<file path="src/hdl/fixed_timestep_accumulator_top_macros.svh">
// Assertion macros for the fixed timestep accumulator.
// Used by fixed_timestep_accumulator_top; no other dependencies.
`ifndef FIXED_TIMESTEP_ACCUMULATOR_TOP_MACROS_SVH
`define FIXED_TIMESTEP_ACCUMULATOR_TOP_MACROS_SVH

// same-cycle implication
`define FTA_ASSERT_IMP(lbl, clk, rst, ante, cons, msg) \
  lbl: assert property (@(posedge clk) disable iff (rst) (ante) |-> (cons)) \
    else $error(msg);

// next-cycle implication
`define FTA_ASSERT_NXT(lbl, clk, rst, ante, cons, msg) \
  lbl: assert property (@(posedge clk) disable iff (rst) (ante) |=> (cons)) \
    else $error(msg);

`endif

</file>
<file path="src/hdl/fta_pkg.sv">
// Package for the fixed timestep accumulator: widths, types, codes, resets.
// No dependencies; used by the channel interfaces and the top level.
`timescale 1ns / 1ps

package fta_pkg;

  localparam int FRAC_BITS      = 16;
  localparam int SIM_TIME_WIDTH = 48;
  localparam int REG_W          = 26;
  localparam int BL_W           = REG_W + 1;
  localparam int STAMP_W        = 32;
  localparam int SHORT_W        = 20;
  localparam int ALPHA_W        = FRAC_BITS + 1;
  localparam int CNT_W          = 6;
  localparam int DIV_CNT_W      = $clog2(FRAC_BITS);
  localparam int RAW_KEEP       = REG_W - FRAC_BITS;
  localparam int SUB_W          = BL_W + 1;

  typedef logic [REG_W-1:0]          reg_t;
  typedef logic [0:0]                cfg_index_t;
  typedef logic [STAMP_W-1:0]        stamp_t;
  typedef logic [BL_W-1:0]           backlog_t;
  typedef logic [SIM_TIME_WIDTH-1:0] sim_t;
  typedef logic [ALPHA_W-1:0]        alpha_t;
  typedef logic [SHORT_W-1:0]        short_t;
  typedef logic [CNT_W-1:0]          cnt_t;
  typedef logic [FRAC_BITS-1:0]      quo_t;

  localparam reg_t     TICK_PERIOD_RESET = REG_W'(1092267);
  localparam reg_t     FRAME_CLAMP_RESET = REG_W'(1638400);
  localparam short_t   SHORTEST_RESET    = SHORT_W'(1000000);
  localparam backlog_t BL_MAX            = {BL_W{1'b1}};
  localparam cnt_t     MAX_TICKS         = CNT_W'(63);
  localparam alpha_t   ONE               = alpha_t'(1) << FRAC_BITS;

  localparam cfg_index_t REG_TICK_PERIOD = 1'b0;
  localparam cfg_index_t REG_FRAME_CLAMP = 1'b1;

  localparam logic OP_RESTART = 1'b0;
  localparam logic OP_STEP    = 1'b1;
  localparam logic KIND_TICK  = 1'b0;
  localparam logic KIND_END   = 1'b1;

  typedef enum logic [5:0] {
    S_IDLE = 6'b000001,
    S_STAT = 6'b000010,
    S_ADD  = 6'b000100,
    S_TICK = 6'b001000,
    S_DIV  = 6'b010000,
    S_END  = 6'b100000
  } state_t;

endpackage

</file>
<file path="src/hdl/fta_in_if.sv">
// Input channel: valid/ready handshake carrying one timestamp word.
// Depends on fta_pkg.
`timescale 1ns / 1ps

interface fta_in_if;
  import fta_pkg::*;

  logic   valid;
  logic   ready;
  logic   opcode;
  stamp_t now_ms;

  modport source (output valid, output opcode, output now_ms, input ready);
  modport sink   (input valid, input opcode, input now_ms, output ready);
endinterface

</file>
<file path="src/hdl/fta_out_if.sv">
// Output channel: valid/ready handshake carrying one tick or end word.
// Depends on fta_pkg.
`timescale 1ns / 1ps

interface fta_out_if;
  import fta_pkg::*;

  logic     valid;
  logic     ready;
  logic     kind;
  sim_t     sim_time;
  alpha_t   alpha;
  logic     last;
  stamp_t   longest_frame_ms;
  short_t   shortest_frame_ms;
  backlog_t largest_backlog;

  modport source (
    output valid, output kind, output sim_time, output alpha, output last,
    output longest_frame_ms, output shortest_frame_ms, output largest_backlog,
    input ready
  );
  modport sink (
    input valid, input kind, input sim_time, input alpha, input last,
    input longest_frame_ms, input shortest_frame_ms, input largest_backlog,
    output ready
  );
endinterface

</file>
<file path="src/hdl/fixed_timestep_accumulator_top.sv">
// Fixed timestep accumulator. A restart word only records its timestamp, and
// the next word can be taken in the following cycle. A step word runs through
// frame stats and clamp, the backlog add, the tick loop (at most 63 tick
// words) and its exit, then a restoring division for alpha (skipped when the
// tick limit is reached, which leaves alpha zero) and the end word before the
// next word can be taken. One 28-bit subtractor is shared by the tick loop
// and the division. Output stalls hold the tick loop and the end word. The
// input is not ready while a step runs.
// Depends on fta_pkg, fta_in_if, fta_out_if and the assertion macro header.
`timescale 1ns / 1ps

module fixed_timestep_accumulator_top (
  input  logic               clk,
  input  logic               rst,
  input  logic               wr_en,
  input  fta_pkg::cfg_index_t wr_index,
  input  fta_pkg::reg_t      wr_data,
  fta_in_if.sink             in_ch,
  fta_out_if.source          out_ch
);
  import fta_pkg::*;

  state_t   state;
  reg_t     tick_period;
  reg_t     frame_clamp;
  stamp_t   last_stamp;
  backlog_t backlog;
  sim_t     sim_clock;
  stamp_t   longest_seen;
  short_t   shortest_seen;
  backlog_t backlog_peak;
  cnt_t     tick_cnt;
  logic     out_valid;

  stamp_t   raw;
  reg_t     frame;
  reg_t     rem;
  quo_t     quo;
  logic [DIV_CNT_W-1:0] div_cnt;
  alpha_t   alpha_r;

  logic     o_kind;
  sim_t     o_sim_time;
  alpha_t   o_alpha;
  logic     o_last;
  stamp_t   o_longest;
  short_t   o_shortest;
  backlog_t o_largest;

  logic [SUB_W-1:0] sub_a;
  logic [SUB_W:0]   diff;
  logic             borrow;
  logic             slot_free;
  logic             tick_go;
  logic             in_acc;
  logic             clamp_hit;
  reg_t             frame_lo;
  logic [SUB_W-1:0] sum;
  backlog_t         peak_new;
  quo_t             quo_next;

  // shared compare/subtract unit
  always_comb begin
    if (state == S_DIV) begin
      sub_a = {1'b0, rem, 1'b0};
    end else begin
      sub_a = {1'b0, backlog};
    end
    diff   = {1'b0, sub_a} - {{(SUB_W + 1 - REG_W){1'b0}}, tick_period};
    borrow = diff[SUB_W];
  end

  assign slot_free = !out_valid || out_ch.ready;
  assign tick_go   = (tick_cnt != MAX_TICKS) && !borrow;
  assign in_acc    = in_ch.valid && in_ch.ready;
  assign frame_lo  = {raw[RAW_KEEP-1:0], {FRAC_BITS{1'b0}}};
  assign clamp_hit = (|raw[STAMP_W-1:RAW_KEEP]) || (frame_lo > frame_clamp);
  assign sum       = {1'b0, backlog} + {{(SUB_W - REG_W){1'b0}}, frame};
  assign peak_new  = (backlog > backlog_peak) ? backlog : backlog_peak;
  assign quo_next  = {quo[FRAC_BITS-2:0], ~borrow};

  // control and architectural state
  always_ff @(posedge clk) begin
    if (rst) begin
      state         <= S_IDLE;
      tick_period   <= TICK_PERIOD_RESET;
      frame_clamp   <= FRAME_CLAMP_RESET;
      last_stamp    <= '0;
      backlog       <= '0;
      sim_clock     <= '0;
      longest_seen  <= '0;
      shortest_seen <= SHORTEST_RESET;
      backlog_peak  <= '0;
      tick_cnt      <= '0;
      out_valid     <= 1'b0;
    end else begin
      if (wr_en) begin
        unique case (wr_index)
          REG_TICK_PERIOD: tick_period <= wr_data;
          REG_FRAME_CLAMP: frame_clamp <= wr_data;
        endcase
      end
      if (out_ch.ready) begin
        out_valid <= 1'b0;
      end
      unique case (state)
        S_IDLE: begin
          if (in_acc) begin
            last_stamp <= in_ch.now_ms;
            if (in_ch.opcode == OP_STEP) begin
              state <= S_STAT;
            end
          end
        end
        S_STAT: begin
          if (raw > longest_seen) begin
            longest_seen <= raw;
          end
          if ((raw != '0) && (raw[STAMP_W-1:SHORT_W] == '0) &&
              (raw[SHORT_W-1:0] < shortest_seen)) begin
            shortest_seen <= raw[SHORT_W-1:0];
          end
          state <= S_ADD;
        end
        S_ADD: begin
          backlog  <= sum[BL_W] ? BL_MAX : sum[BL_W-1:0];
          tick_cnt <= '0;
          state    <= S_TICK;
        end
        S_TICK: begin
          if (tick_go) begin
            if (slot_free) begin
              backlog_peak <= peak_new;
              backlog      <= diff[BL_W-1:0];
              sim_clock    <= sim_clock + SIM_TIME_WIDTH'(tick_period);
              tick_cnt     <= tick_cnt + 1'b1;
              out_valid    <= 1'b1;
            end
          end else if (borrow) begin
            state <= S_DIV;
          end else begin
            state <= S_END;
          end
        end
        S_DIV: begin
          if (div_cnt == '0) begin
            state <= S_END;
          end
        end
        S_END: begin
          if (slot_free) begin
            out_valid <= 1'b1;
            state     <= S_IDLE;
          end
        end
        default: state <= S_IDLE;
      endcase
    end
  end

  // datapath and output word
  always_ff @(posedge clk) begin
    unique case (state)
      S_IDLE: begin
        raw <= in_ch.now_ms - last_stamp;
      end
      S_STAT: begin
        frame <= clamp_hit ? frame_clamp : frame_lo;
      end
      S_TICK: begin
        if (tick_go) begin
          if (slot_free) begin
            o_kind     <= KIND_TICK;
            o_sim_time <= sim_clock;
            o_alpha    <= '0;
            o_last     <= 1'b0;
            o_longest  <= longest_seen;
            o_shortest <= shortest_seen;
            o_largest  <= peak_new;
          end
        end else begin
          rem     <= backlog[REG_W-1:0];
          quo     <= '0;
          div_cnt <= DIV_CNT_W'(FRAC_BITS - 1);
          alpha_r <= '0;
        end
      end
      S_DIV: begin
        rem     <= borrow ? sub_a[REG_W-1:0] : diff[REG_W-1:0];
        quo     <= quo_next;
        div_cnt <= div_cnt - 1'b1;
        if (div_cnt == '0) begin
          alpha_r <= ONE - {1'b0, quo_next};
        end
      end
      S_END: begin
        if (slot_free) begin
          o_kind     <= KIND_END;
          o_sim_time <= sim_clock;
          o_alpha    <= alpha_r;
          o_last     <= 1'b1;
          o_longest  <= longest_seen;
          o_shortest <= shortest_seen;
          o_largest  <= backlog_peak;
        end
      end
      default: begin
      end
    endcase
  end

  assign in_ch.ready              = (state == S_IDLE);
  assign out_ch.valid             = out_valid;
  assign out_ch.kind              = o_kind;
  assign out_ch.sim_time          = o_sim_time;
  assign out_ch.alpha             = o_alpha;
  assign out_ch.last              = o_last;
  assign out_ch.longest_frame_ms  = o_longest;
  assign out_ch.shortest_frame_ms = o_shortest;
  assign out_ch.largest_backlog   = o_largest;

`include "fixed_timestep_accumulator_top_macros.svh"

  `FTA_ASSERT_IMP(a_div_rem_below_period, clk, rst, state == S_DIV,
    rem < tick_period, "remainder not below period")
  `FTA_ASSERT_IMP(a_end_word_fields, clk, rst, out_ch.valid && out_ch.kind == KIND_END,
    out_ch.last && out_ch.alpha <= ONE, "bad end word")
  `FTA_ASSERT_IMP(a_tick_word_fields, clk, rst, out_ch.valid && out_ch.kind == KIND_TICK,
    !out_ch.last && out_ch.alpha == '0, "bad tick word")
  `FTA_ASSERT_NXT(a_busy_after_step, clk, rst, in_acc && in_ch.opcode == OP_STEP,
    !in_ch.ready, "ready during step")

endmodule
</file>
<file path="src/flat_wrapper.sv">
// flat-port wrapper written by rule: the top's interface ports become plain ports
module fixed_timestep_accumulator_top_flat import fta_pkg::*;
  (clk, rst, wr_en, wr_index, wr_data, in_ch_valid, in_ch_opcode, in_ch_now_ms, in_ch_ready, out_ch_valid, out_ch_kind, out_ch_sim_time, out_ch_alpha, out_ch_last, out_ch_longest_frame_ms, out_ch_shortest_frame_ms, out_ch_largest_backlog, out_ch_ready);
  fta_in_if in_ch_i ();
  fta_out_if out_ch_i ();
  input  logic clk;
  input  logic rst;
  input  logic wr_en;
  input  fta_pkg::cfg_index_t wr_index;
  input  fta_pkg::reg_t wr_data;
  input wire logic [$bits(in_ch_i.valid)-1:0] in_ch_valid;
  input wire logic [$bits(in_ch_i.opcode)-1:0] in_ch_opcode;
  input wire logic [$bits(in_ch_i.now_ms)-1:0] in_ch_now_ms;
  output wire logic [$bits(in_ch_i.ready)-1:0] in_ch_ready;
  output wire logic [$bits(out_ch_i.valid)-1:0] out_ch_valid;
  output wire logic [$bits(out_ch_i.kind)-1:0] out_ch_kind;
  output wire logic [$bits(out_ch_i.sim_time)-1:0] out_ch_sim_time;
  output wire logic [$bits(out_ch_i.alpha)-1:0] out_ch_alpha;
  output wire logic [$bits(out_ch_i.last)-1:0] out_ch_last;
  output wire logic [$bits(out_ch_i.longest_frame_ms)-1:0] out_ch_longest_frame_ms;
  output wire logic [$bits(out_ch_i.shortest_frame_ms)-1:0] out_ch_shortest_frame_ms;
  output wire logic [$bits(out_ch_i.largest_backlog)-1:0] out_ch_largest_backlog;
  input wire logic [$bits(out_ch_i.ready)-1:0] out_ch_ready;
  assign in_ch_i.valid = in_ch_valid;
  assign in_ch_i.opcode = in_ch_opcode;
  assign in_ch_i.now_ms = in_ch_now_ms;
  assign in_ch_ready = in_ch_i.ready;
  assign out_ch_valid = out_ch_i.valid;
  assign out_ch_kind = out_ch_i.kind;
  assign out_ch_sim_time = out_ch_i.sim_time;
  assign out_ch_alpha = out_ch_i.alpha;
  assign out_ch_last = out_ch_i.last;
  assign out_ch_longest_frame_ms = out_ch_i.longest_frame_ms;
  assign out_ch_shortest_frame_ms = out_ch_i.shortest_frame_ms;
  assign out_ch_largest_backlog = out_ch_i.largest_backlog;
  assign out_ch_i.ready = out_ch_ready;
  fixed_timestep_accumulator_top u_core (.clk(clk), .rst(rst), .wr_en(wr_en), .wr_index(wr_index), .wr_data(wr_data), .in_ch(in_ch_i), .out_ch(out_ch_i));
endmodule
</file>
<file path="config.mk">
export PLATFORM = sky130hd
export DESIGN_NAME = fixed_timestep_accumulator_top_flat
export DESIGN_NICKNAME = d
export VERILOG_FILES = /design/src/hdl/fta_pkg.sv /design/src/hdl/fta_in_if.sv /design/src/hdl/fta_out_if.sv /design/src/hdl/fixed_timestep_accumulator_top.sv /design/src/flat_wrapper.sv
export VERILOG_INCLUDE_DIRS = /design/src /design/src/hdl
export SDC_FILE = /design/constraint.sdc
export NUM_CORES = 1
export LEC_CHECK = 0
export BUFFER_PORTS_ARGS = -buffer_cell sky130_fd_sc_hd__buf_2
export CELL_PAD_IN_SITES_DETAIL_PLACEMENT = 2
export CELL_PAD_IN_SITES_GLOBAL_PLACEMENT = 2
export CORE_ASPECT_RATIO = 1.5
export CORE_MARGIN = 4
export CORE_UTILIZATION = 42
export DETAILED_ROUTE_END_ITERATION = 7
export PLACE_DENSITY_LB_ADDON = 0.1
export SLEW_MARGIN = 20
export SYNTH_ARGS = -nofsm -noshare
export SYNTH_HDL_FRONTEND = slang
export SYNTH_SLANG_ARGS = --single-unit
</file>
<file path="constraint.sdc">
create_clock -name clk -period 16.4 [get_ports clk]
set_input_delay 0.82 -clock clk [delete_from_list [all_inputs] [get_ports clk]]
set_output_delay 0.82 -clock clk [all_outputs]
set_load 0.05 [all_outputs]
</file>
==> results.md <==
- Outcome: completed
- WL per Instance: 24.8 um
- Hold violation count in the final report: 0
- Crit path buf inv count: 3
- Arrival @ worst endpoint: 6.53 ns
- Share of the synthesized area in the top cell type: 0.295
- Final Power: 3.76 mW
- Syn-to-layout area delta: 13.5%
- Root buf cell: clkbuf_16
- Core Area: 0.0635 mm^2
- Max cap viols: 0
- Most common cell in the synthesized netlist: nand2_1
- Final setup viols: 0
- Number of synthesized flops with an enable pin: 265
- CP Data Required Time: 16.94 ns
- Startpoint types: flip-flop
- DP Wirelength: 69.8 mm
- Fill cell count: 6724
- Yosys top cell by area: edfxtp_1
- Yosys warning count: 0
- Post-route cell area: 0.0307 mm^2
- IO Pins: 213
- Hold Path Sink: u_core.out_ch.shortest_frame_ms[18]$_DFFE_PP_
- FF-to-FF End: u_core.sim_clock[38]$_SDFFE_PP0P_
- WHS Path Cells: 0
- HP Class: flip-flop to flip-flop
- WL met3: 4.10 mm
- Min Hold Slack: 0.440 ns
- Sum Neg Setup Slack: 0 ns
- # Post-CTS Setup Buffers: 0
- Crit path cell chain: nor4b_4 -> nand2_2 -> buf_4 -> nand2_1 -> nand2_1 -> ha_1 -> o211ai_1 -> a21oi_1 -> o21ai_0 -> a211o_1 -> a21oi_4 -> buf_4 -> inv_2 -> nor4_4 -> nand4b_1 -> or3_1 -> a21oi_1
- Clock transition at path regs: 0.07 ns
- Synthesized flop and latch total: 516
- Clock Latency Late Sink: 0.63 ns
- Syn_area_per_cell: 9.79 um^2
- CTS tree: done
- Top cell family by delay on the critical path: simple AND/OR/NAND/NOR gates
- Row Count: 113
- Vias per inst: 5.74
- Syn Inst Count: 2760
- Starting DRT DRC Count: 887
- H-tree levels: 2
- GRT Util Overall: 0.268
- Sink Count: 516
- Fin crit share: 0.365
- RSZ-0062 raised after global routing: false
- Nets: 3206
- Slew of the pin with the lowest slew margin: 1.16 ns
- Total number of vias: 21.8k
- DRC violations left: 0
- Max Used Layer: met5
- Reg2Reg Depth: 17
- Register-to-register path setup slack: 10.41 ns
- Die Y-Extent: 319 um
- CP max stage delay: 0.75 ns
- Share of cells above drive strength 1: 0.131
- Clk buf depth: 3
- Hold wc startpoint: u_core.shortest_seen[18]$_SDFFE_PP1P_
- Post-route ant nets: 0
- Number of gates resized after cts: 0
- R2R Path Start: u_core.state[0]$_SDFFE_PP1P_
- Vias in the first global route: 24.6k
- CTS Buf Count: 53
- Placed Area: 0.0289 mm^2
- Post-synth top cells: nand2_1, edfxtp_1, dfxtp_1, a21oi_1, ha_1
- Antenna violations before repair: 21
- Slowest library cell on the worst path: nor4b_4
- Max_slew headroom: 0.230
- Port bufs: 212
- First-pass GRT wire length: 144 mm
- Gpl congestion: 0.867
- Die area: 0.0685 mm^2
- Max Slew Vio Count: 0
- Met2 Routed Length: 51.5 mm
- Fraction of registers with async set/reset: 0
- Syn_nets: 3029
- Crit end category: flip-flop
- Static Leak: 12.2 nW
- Initial DRT Pass Iterations: 5
- Routed wire length: 94.3 mm
- Main flop type after synthesis: edfxtp_1
- Min cycle time layout: 5.99 ns
- Post-Syn Area: 0.0270 mm^2
- Area contributors post-synth: edfxtp_1, dfxtp_1, ha_1
- Critical path class: flip-flop to flip-flop
- Hold-fix buffers, CTS: 0
- Worst Clk Skew: 0.0175 ns
- Die span in x: 215 um
- Grt ovf: 0
- Maximum clock rate: 0.167 GHz
- PD cells: 123 mW/mm^2
- Max FO, Critical Path: 71
- Yosys cell types: 73
- Met1 wire length: 33.9 mm
- Largest net degree at the start of global routing: 197
- Post-synthesis sequential area ratio: 0.481
- Starting Density: 0.426
- VDD IR-drop max: 0.0000945 V
-- final cells by class --
type / count / area, um^2 / share of cell area
clock inverters: 30 / 270 / 0.00881
inverters: 191 / 717 / 0.0234
diodes: 11 / 27.5 / 0.000898
clock buffers: 68 / 1480 / 0.0481
repair buffers: 234 / 1240 / 0.0406
well taps: 805 / 1010 / 0.0328
multi-input cells: 1941 / 12900 / 0.422
flip-flops and latches: 516 / 13000 / 0.423
-- sequential cells by signal, indices dropped and copies added, names as in the netlist, 26 cells and up --
signal	count
u_core.raw	32
u_core.last_stamp	32
u_core.sim_clock	48
u_core.longest_seen	32
u_core.tick_period	26
u_core.out_ch.largest_backlog	27
u_core.out_ch.longest_frame_ms	32
u_core.rem	26
u_core.backlog_peak	27
u_core.out_ch.sim_time	48
u_core.backlog	27
u_core.frame_clamp	26
u_core.frame	26
-- placed cells by master, fill, tap and decap left out, types with 7 or more instances in the layout --
| master | count |
|---|---|
| nand2_1 | 379 |
| edfxtp_1 | 265 |
| dfxtp_1 | 251 |
| a21oi_1 | 246 |
| buf_2 | 211 |
| ha_1 | 200 |
| inv_1 | 190 |
| nor2_1 | 183 |
| o21ai_0 | 103 |
| mux2i_1 | 102 |
| a21o_1 | 71 |
| xnor2_1 | 66 |
| clkbuf_16 | 55 |
| xor2_1 | 45 |
| and2_1 | 44 |
| nand3_1 | 41 |
| nor3_1 | 38 |
| and3_1 | 38 |
| mux2_2 | 36 |
| nand4_1 | 32 |
| a211oi_1 | 26 |
| o21a_1 | 25 |
| o221ai_1 | 24 |
| o211ai_1 | 22 |
| a31oi_1 | 21 |
| buf_4 | 21 |
| nand2b_1 | 20 |
| nor4_1 | 17 |
| nor2b_1 | 14 |
| or3_1 | 12 |
| diode_2 | 11 |
| a31o_2 | 11 |
| o31ai_1 | 10 |
| clkinv_1 | 10 |
| o21bai_1 | 8 |
| clkbuf_1 | 8 |
| or2_2 | 7 |
| a211o_1 | 7 |
-- how the worst max path moves through the flow --
stage	start	to	slack (ns)	cells past startpoint
finish	u_core.state[0]$_SDFFE_PP1P_	u_core.sim_clock[38]$_SDFFE_PP0P_	10.41	17
global route	u_core.state[5]$_SDFFE_PP0P_	u_core.sim_clock[38]$_SDFFE_PP0P_	9.83	17
CTS	u_core.state[0]$_SDFFE_PP1P_	u_core.sim_clock[40]$_SDFFE_PP0P_	10.55	17
detailed placement	u_core.state[0]$_SDFFE_PP1P_	u_core.sim_clock[38]$_SDFFE_PP0P_	10.62	17
global placement	u_core.state[0]$_SDFFE_PP1P_	u_core.sim_clock[42]$_SDFFE_PP0P_	11.02	17
floorplan	out_ch_ready	u_core.out_ch.longest_frame_ms[0]$_DFFE_PP_	7.82	2
-- layer usage --
layer,vias up,global-route usage
met1,11000,0.273
met3,209,0.0550
li1,10200,-
met4,14,0.117
met2,399,0.520
met5,-,0
-- power by group --
part,internal [mW],total [mW],switching (mW)
combinational,0.293,0.858,0.565
sequential,1.52,1.66,0.135
clock,0.699,1.25,0.548
-- stage by stage --
stage          worst slack [ns]  std cells  utilization
2_1_floorplan              7.82       2760            -
3_3_place_gp              11.02       3687        0.455
3_5_place_dp              10.62       3687        0.455
4_1_cts                   10.55       3785        0.483
5_1_grt                    9.83       3786        0.483
6_report                  10.41       3796        0.483
-- kinds of logic after synthesis --
kind of cell,after synthesis,synth area share
AO/OA/AOI/OAI,631,0.147
flip-flops,516,0.481
multiplexers,138,0.0528
buffers and inverters,303,0.0428
adder cells (fa/ha/maj),204,0.0956
XOR/XNOR,111,0.0360
AND/OR/NAND/NOR,857,0.145
Note: power is estimated with default switching activity, not from simulation.
